===== src/rtl/mci_pkg.sv =====
// shared widths, tables and controller/datapath interface types for the 4x4 inverse
package mci_pkg;

    // fixed-point format and datapath widths
    localparam int FRAC_BITS = 16;
    localparam int ELEM_W    = 32;
    localparam int OPER_W    = ELEM_W + 1;
    localparam int PROD_W    = 2 * OPER_W;
    localparam int SUB_W     = 96;
    localparam int ADJ_W     = 128;
    localparam int ACC_W     = 136;
    localparam int DABS_W    = 131;
    localparam int DIV_W     = DABS_W + 1;
    localparam int AABS_W    = 97;
    localparam int NUM_SHIFT = 2 * FRAC_BITS + 1;
    localparam int NUM_W     = AABS_W + NUM_SHIFT + 1;
    localparam int QUO_W     = 33;
    localparam int HI_W      = NUM_W - QUO_W;

    // sequencer counts
    localparam int N_ELEM = 16;
    localparam int N_SUB  = 18;
    localparam int N_ADJ  = 16;

    // mac phases
    typedef enum logic [1:0] {
        PH_SUB = 2'd0,
        PH_ADJ = 2'd1,
        PH_DET = 2'd2
    } t_phase;

    // 2x2 sub-determinant k = m[a]*m[b] - m[c]*m[d]
    localparam logic [3:0] MINOR_TAB [N_SUB][4] = '{
        '{10, 15, 11, 14}, '{9, 15, 11, 13}, '{9, 14, 10, 13},
        '{8, 15, 11, 12},  '{8, 14, 10, 12}, '{8, 13, 9, 12},
        '{6, 15, 7, 14},   '{5, 15, 7, 13},  '{5, 14, 6, 13},
        '{6, 11, 7, 10},   '{5, 11, 7, 9},   '{5, 10, 6, 9},
        '{4, 15, 7, 12},   '{4, 14, 6, 12},  '{4, 11, 7, 8},
        '{4, 10, 6, 8},    '{4, 13, 5, 12},  '{4, 9, 5, 8}
    };

    // adjugate terms: element index and sub-determinant index per term
    localparam logic [3:0] ADJ_EL [N_ADJ][3] = '{
        '{5, 6, 7}, '{1, 2, 3}, '{1, 2, 3}, '{1, 2, 3},
        '{4, 6, 7}, '{0, 2, 3}, '{0, 2, 3}, '{0, 2, 3},
        '{4, 5, 7}, '{0, 1, 3}, '{0, 1, 3}, '{0, 1, 3},
        '{4, 5, 6}, '{0, 1, 2}, '{0, 1, 2}, '{0, 1, 2}
    };

    localparam logic [4:0] ADJ_SUB [N_ADJ][3] = '{
        '{0, 1, 2},  '{0, 1, 2},  '{6, 7, 8},   '{9, 10, 11},
        '{0, 3, 4},  '{0, 3, 4},  '{6, 12, 13}, '{9, 14, 15},
        '{1, 3, 5},  '{1, 3, 5},  '{7, 12, 16}, '{10, 14, 17},
        '{2, 4, 5},  '{2, 4, 5},  '{8, 13, 16}, '{11, 15, 17}
    };

    // bit k set: adjugate entry k is negated
    localparam logic [N_ADJ-1:0] ADJ_NEG = 16'b0101_1010_0101_1010;

    // commands from controller
    typedef struct packed {
        logic       load_en;
        logic [3:0] load_idx;
        logic       mac_en;
        t_phase     phase;
        logic [4:0] k;
        logic [1:0] term;
        logic [1:0] limb;
        logic       first;
        logic       store;
        logic       det_prep;
        logic       abs_en;
        logic       sum_en;
        logic       chk_en;
        logic       div_step;
        logic       emit_en;
        logic       out_last;
    } t_cmd;

    // status back to controller
    typedef struct packed {
        logic pipe_busy;
        logic det_zero;
        logic out_free;
    } t_stat;

endpackage


===== src/rtl/mci_ctrl.sv =====
// sequencer for load, multiply-accumulate phases, serial division and result output
module mci_ctrl import mci_pkg::*; (
    input  logic  i_clk,
    input  logic  i_rst_n,
    input  logic  i_in_valid,
    output logic  o_in_ready,
    input  t_stat i_stat,
    output t_cmd  o_cmd
);

    typedef enum logic [10:0] {
        S_LOAD  = 11'b000_0000_0001,
        S_SUB   = 11'b000_0000_0010,
        S_ADJ   = 11'b000_0000_0100,
        S_DET   = 11'b000_0000_1000,
        S_DRAIN = 11'b000_0001_0000,
        S_PREP  = 11'b000_0010_0000,
        S_ABS   = 11'b000_0100_0000,
        S_SUM   = 11'b000_1000_0000,
        S_CHK   = 11'b001_0000_0000,
        S_DIV   = 11'b010_0000_0000,
        S_EMIT  = 11'b100_0000_0000
    } t_state;

    t_state     r_state, n_state;
    t_state     r_next, n_next;
    logic [3:0] r_load, n_load;
    logic [4:0] r_k, n_k;
    logic [1:0] r_term, n_term;
    logic [1:0] r_limb, n_limb;
    logic [5:0] r_cnt, n_cnt;

    // next state and command decode
    always_comb begin
        n_state    = r_state;
        n_next     = r_next;
        n_load     = r_load;
        n_k        = r_k;
        n_term     = r_term;
        n_limb     = r_limb;
        n_cnt      = r_cnt;
        o_in_ready = 1'b0;
        o_cmd          = '0;
        o_cmd.phase    = PH_SUB;
        o_cmd.load_idx = r_load;
        o_cmd.k        = r_k;
        o_cmd.term     = r_term;
        o_cmd.limb     = r_limb;
        case (r_state)
            S_LOAD: begin
                o_in_ready = 1'b1;
                if (i_in_valid) begin
                    o_cmd.load_en = 1'b1;
                    n_load = r_load + 4'd1;
                    if (r_load == 4'(N_ELEM - 1)) begin
                        n_state = S_SUB;
                    end
                end
            end
            S_SUB: begin
                o_cmd.mac_en = 1'b1;
                o_cmd.phase  = PH_SUB;
                o_cmd.first  = (r_term == 2'd0);
                o_cmd.store  = (r_term == 2'd1);
                if (r_term == 2'd1) begin
                    n_term = 2'd0;
                    if (r_k == 5'(N_SUB - 1)) begin
                        n_k     = '0;
                        n_next  = S_ADJ;
                        n_state = S_DRAIN;
                    end else begin
                        n_k = r_k + 5'd1;
                    end
                end else begin
                    n_term = 2'd1;
                end
            end
            S_ADJ: begin
                o_cmd.mac_en = 1'b1;
                o_cmd.phase  = PH_ADJ;
                o_cmd.first  = (r_term == 2'd0) && (r_limb == 2'd0);
                o_cmd.store  = (r_term == 2'd2) && (r_limb == 2'd2);
                if (r_limb == 2'd2) begin
                    n_limb = 2'd0;
                    if (r_term == 2'd2) begin
                        n_term = 2'd0;
                        if (r_k == 5'(N_ADJ - 1)) begin
                            n_k     = '0;
                            n_next  = S_DET;
                            n_state = S_DRAIN;
                        end else begin
                            n_k = r_k + 5'd1;
                        end
                    end else begin
                        n_term = r_term + 2'd1;
                    end
                end else begin
                    n_limb = r_limb + 2'd1;
                end
            end
            S_DET: begin
                o_cmd.mac_en = 1'b1;
                o_cmd.phase  = PH_DET;
                o_cmd.first  = (r_term == 2'd0) && (r_limb == 2'd0);
                n_limb = r_limb + 2'd1;
                if (r_limb == 2'd3) begin
                    n_term = r_term + 2'd1;
                    if (r_term == 2'd3) begin
                        n_next  = S_PREP;
                        n_state = S_DRAIN;
                    end
                end
            end
            S_DRAIN: begin
                if (!i_stat.pipe_busy) begin
                    n_state = r_next;
                end
            end
            S_PREP: begin
                o_cmd.det_prep = 1'b1;
                n_state = S_ABS;
            end
            S_ABS: begin
                o_cmd.abs_en = 1'b1;
                n_state = i_stat.det_zero ? S_EMIT : S_SUM;
            end
            S_SUM: begin
                o_cmd.sum_en = 1'b1;
                n_state = S_CHK;
            end
            S_CHK: begin
                o_cmd.chk_en = 1'b1;
                n_cnt   = '0;
                n_state = S_DIV;
            end
            S_DIV: begin
                o_cmd.div_step = 1'b1;
                n_cnt = r_cnt + 6'd1;
                if (r_cnt == 6'(QUO_W - 1)) begin
                    n_state = S_EMIT;
                end
            end
            S_EMIT: begin
                o_cmd.out_last = (r_k == 5'(N_ADJ - 1));
                if (i_stat.out_free) begin
                    o_cmd.emit_en = 1'b1;
                    if (r_k == 5'(N_ADJ - 1)) begin
                        n_k     = '0;
                        n_state = S_LOAD;
                    end else begin
                        n_k     = r_k + 5'd1;
                        n_state = S_ABS;
                    end
                end
            end
            default: begin
                n_state = S_LOAD;
            end
        endcase
    end

    // state registers
    always_ff @(posedge i_clk) begin
        if (!i_rst_n) begin
            r_state <= S_LOAD;
            r_next  <= S_LOAD;
            r_load  <= '0;
            r_k     <= '0;
            r_term  <= '0;
            r_limb  <= '0;
            r_cnt   <= '0;
        end else begin
            r_state <= n_state;
            r_next  <= n_next;
            r_load  <= n_load;
            r_k     <= n_k;
            r_term  <= n_term;
            r_limb  <= n_limb;
            r_cnt   <= n_cnt;
        end
    end

endmodule


===== config.mk =====
export PLATFORM = sky130hd
export DESIGN_NAME = mci_ctrl
export DESIGN_NICKNAME = d
export VERILOG_FILES = /design/src/rtl/mci_pkg.sv /design/src/rtl/mci_ctrl.sv
export SDC_FILE = /design/constraint.sdc
export NUM_CORES = 1
export LEC_CHECK = 0
export BUFFER_PORTS_ARGS = -buffer_cell sky130_fd_sc_hd__buf_2
export CAP_MARGIN = 10
export CORE_ASPECT_RATIO = 2
export CORE_MARGIN = 3
export CORE_UTILIZATION = 40
export CTS_CLUSTER_SIZE = 20
export DETAILED_ROUTE_END_ITERATION = 6
export GPL_TIMING_DRIVEN = 0
export HOLD_SLACK_MARGIN = 0.08
export PLACE_DENSITY = 0.7
export SKIP_LAST_GASP = 1
export SLEW_MARGIN = 20
export SYNTH_ARGS = -nofsm -noshare
export SYNTH_HDL_FRONTEND = slang
export SYNTH_SLANG_ARGS = --single-unit

===== constraint.sdc =====
create_clock -name i_clk -period 7.3 [get_ports i_clk]
set_clock_uncertainty 0.2 [all_clocks]
set_input_delay 2.19 -clock i_clk [delete_from_list [all_inputs] [get_ports i_clk]]
set_output_delay 2.19 -clock i_clk [all_outputs]
set_load 0.02 [all_outputs]

==> results.yml <==
die:
  io_pins: 33
  start_util_pct: 42.3
  die-area_um2: 6190
  die_height_um: 108
  core_um2: 4950
  rows: 36
  fp.dieW_um: 57.2
global_routing:
  antenna_found_initial: 0
  busiest_layer: "met2"
  grt_max_degree: 12
  use_met3_pct: 3.11
  grt_first_pass_wirelength_um: 8890
  grt_pass1_vias: 1966
  grt.total_usage_pct: 18.5
  use_met2_pct: 35.4
  grt-ovfl-total: 0
  grt_util_met1_pct: 17.1
timing:
  setup_viol: 0
  relSlewSlack_pct: 34.6
  period_needed_ns: 5.20
  fin_crit_sh_pct: 71.2
  setup_tns_ns: 0
  hold_violations: 0
  fmax_mhz: 192
  tightest_slew_ns: 0.973
  slew_violations: 0
  whs_ns: 0.260
  rsz0062_at_grt: "no"
routing:
  wire_per_inst_um: 15.5
  drt_iter0_markers: 40
  viasPerCell: 5.81
  post-route-drc-count: 0
  antenna_left: 0
  drt_wl_total_um: 5530
  vias: 2069
  first_pass_iters: 4
hold_path:
  hold_class: "reg2reg"
clock_tree:
  h-tree-depth: 2
  cts_tree: "yes"
  path_clk_slew_ns: 0.08
  holdBufCountCts: 0
  cts-root-buf: "clkbuf_8"
  insertion_delay_ns: 0.30
  numClockSinks: 34
  cts_buffers: 5
  cts_buffer_depth: 2
  postCtsSetupRepairBufs: 0
  ctsResizeCount: 0
power:
  comb_power_share_pct: 34.3
  clkPwrFrac_pct: 27.0
  power_frac_seq_pct: 38.7
  power_density_nw_per_um2: 227
  p_int_uw: 345
  p_sw_share_pct: 37.3
  leakage_nw: 1.01
  ir_drop_mv: 0.208
  p_total_uw: 550
  p_sw_uw: 205
logic_synthesis:
  synth_nets: 276
  synth_seq_cells: 34
  syn-cell-area_um2: 2090
  ys_seq_area_share_pct: 32.5
  synth_top_area_cell: "dfxtp_1"
  async_reset_ff_share_pct: 0
  syn-mean-instance-area_um2: 8.09
  synth-main-ff-cell: "dfxtp_1"
  synth_area_leaders: "dfxtp_1 (32%), ha_1 (6.6%), nor2_1 (6.3%)"
  synth_cell_type_count: 52
  synth-edff-count: 0
  ys.warnings.count: 0
  synthesis.instances: 259
  synth_top_area_share_pct: 32.5
worst_setup_path:
  cpMostUsedCell: "buf_2"
  arrival_ns: 2.81
  slowest_stage: "clkbuf_1"
  start_kind: "input port"
  required_ns: 4.91
  cp_max_fo: 5
  critPathMaxStageDelay_ns: 0.22
  critPathTopFamily: "buffers and inverters"
  worst-path-buf-inv: 3
  path_class: "in2out"
  cp-end-kind: "output port"
  crit_chain: "buf_2 -> and2_1 -> clkbuf_1 -> buf_2"
cells_and_area:
  fin_cells: 356
  antennaDiodeCount: 0
  fin_nets: 315
  drive_gt1_share_pct: 16.1
  finish.instance_area_um2: 2420
  area_growth_pct: 15.6
  nFillCells: 527
place:
  dp_hpwl_um: 4430
  gp_congestion: 0.863
  port_buffers: 32
  dpl_cell_area_um2: 2330
  dpl.cell_count: 348
flow_run:
  drv_cap: 0
outcome:
  status: "finished clean"
==> tightest hold or removal path, cell delays in order (launching register included) <==
cell and delay (ns):
dfxtp_1 0.32, nand2_1 0.05, o21ai_1 0.05
==> Yosys cell counts (2+ instances only) <==
| cell type | instances |
|---|---|
| a221oi_1 | 2 |
| o21ai_0 | 10 |
| clkbuf_1 | 11 |
| nand3b_1 | 3 |
| or4_1 | 5 |
| o311a_1 | 2 |
| mux2i_1 | 3 |
| nand4_1 | 6 |
| and2_1 | 4 |
| nor2_1 | 35 |
| o21a_1 | 2 |
| or4b_2 | 2 |
| nor3_1 | 14 |
| and4b_1 | 3 |
| a21o_1 | 4 |
| inv_1 | 13 |
| a211o_1 | 2 |
| dfxtp_1 | 34 |
| nor3b_1 | 3 |
| xnor2_1 | 7 |
| or3_1 | 3 |
| nor4b_1 | 5 |
| nand3_1 | 3 |
| xor2_1 | 5 |
| nor4_1 | 5 |
| a22oi_1 | 3 |
| a21oi_1 | 13 |
| nand2_1 | 17 |
| ha_1 | 11 |
| and3_1 | 5 |
| a211oi_1 | 3 |
==> state kept, by name, summed over array words and instances, names as in the netlist <==
register	count
r_load	4
r_state	11
r_next	4
r_term	2
r_cnt	6
r_limb	2
r_k	5
==> power groups by stage <==
stage / logic (mW) / registers [mW] / clock network [mW]
4_1_cts: 0.188 / 0.213 / 0.152
2_1_floorplan: 0.132 / 0.222 / 0
3_5_place_dp: 0.187 / 0.217 / 0
3_3_place_gp: 0.185 / 0.216 / 0
5_1_grt: 0.206 / 0.215 / 0.160
6_report: 0.188 / 0.213 / 0.148
==> logic make-up (layout without fill, tap and decap cells) <==
kind of cell / Yosys count / in the layout / share of synthesized area, %
flops: 34 / 34 / 32.5
fa+ha+maj: 11 / 11 / 6.57
simple gates: 120 / 120 / 31.7
compound gates: 52 / 52 / 17.7
buf+inv: 27 / 67 / 5.08
xor+xnor: 12 / 12 / 5.02
mux: 3 / 3 / 1.43
==> worst paths after layout <==
kind / start / end / slack, ns / depth (start not counted)
worst max-delay path: i_in_valid / o_cmd[25] / 2.10 / 4
worst min-delay path: r_next[2]$_SDFFE_PN0P_ / r_next[2]$_SDFFE_PN0P_ / 0.26 / 2
worst max register to register: r_state[0]$_SDFFE_PN1P_ / r_state[4]$_SDFFE_PN0P_ / 4.32 / 8
worst min register to register: r_next[2]$_SDFFE_PN0P_ / r_next[2]$_SDFFE_PN0P_ / 0.26 / 2
==> metrics by stage <==
stage	util, %	worst slack [ns]
final	48.9	2.10
after detailed placement	46.9	2.10
after global routing	48.9	2.04
after global placement	46.9	2.10
after floorplan	-	2.30
after CTS	48.9	2.10
==> layer usage <==
| metal | routed length, µm | share of wire [%] | vias up |
|---|---|---|---|
| li1 | - | - | 1024 |
| met1 | 1960 | 35 | 984 |
| met2 | 3130 | 57 | 44 |
| met3 | 163 | 2.9 | 17 |
| met4 | 281 | 5.1 | 0 |
| met5 | 0 | 0 | - |
==> layout by cell type (no fill, tap or decap), types with 2 or more instances in the layout <==
master	netlist	layout
inv_1	13	13
o21ai_0	10	10
and3_1	5	5
or3_1	3	3
a211oi_1	3	3
a211o_1	2	2
a21oi_1	13	13
o21a_1	2	2
nand3_1	3	3
nand3b_1	3	3
or4_1	5	5
xnor2_1	7	7
xor2_1	5	5
nand4_1	6	6
o311a_1	2	2
a21o_1	4	4
dfxtp_1	34	34
buf_2	1	33
and2_1	4	4
clkbuf_8	0	6
mux2i_1	3	3
a221oi_1	2	2
nor2_1	35	35
ha_1	11	11
nor4_1	5	5
or4b_2	2	2
clkbuf_1	11	11
nor3b_1	3	3
nor4b_1	5	5
nor3_1	14	14
a22oi_1	3	3
and4b_1	3	3
nand2_1	17	17
==> cell type report <==
class,instances,area [µm²],share of cell area [%]
Tap cell,57,71.3,2.95
Clock inverter,2,12.5,0.517
Inverter,13,48.8,2.02
Clock buffer,6,82.6,3.41
Multi-Input combinational cell,198,1310,54.0
Timing Repair Buffer,32,160,6.62
Buffer,14,57.6,2.38
Sequential cell,34,681,28.1
Power figures use the tool's default switching activity.
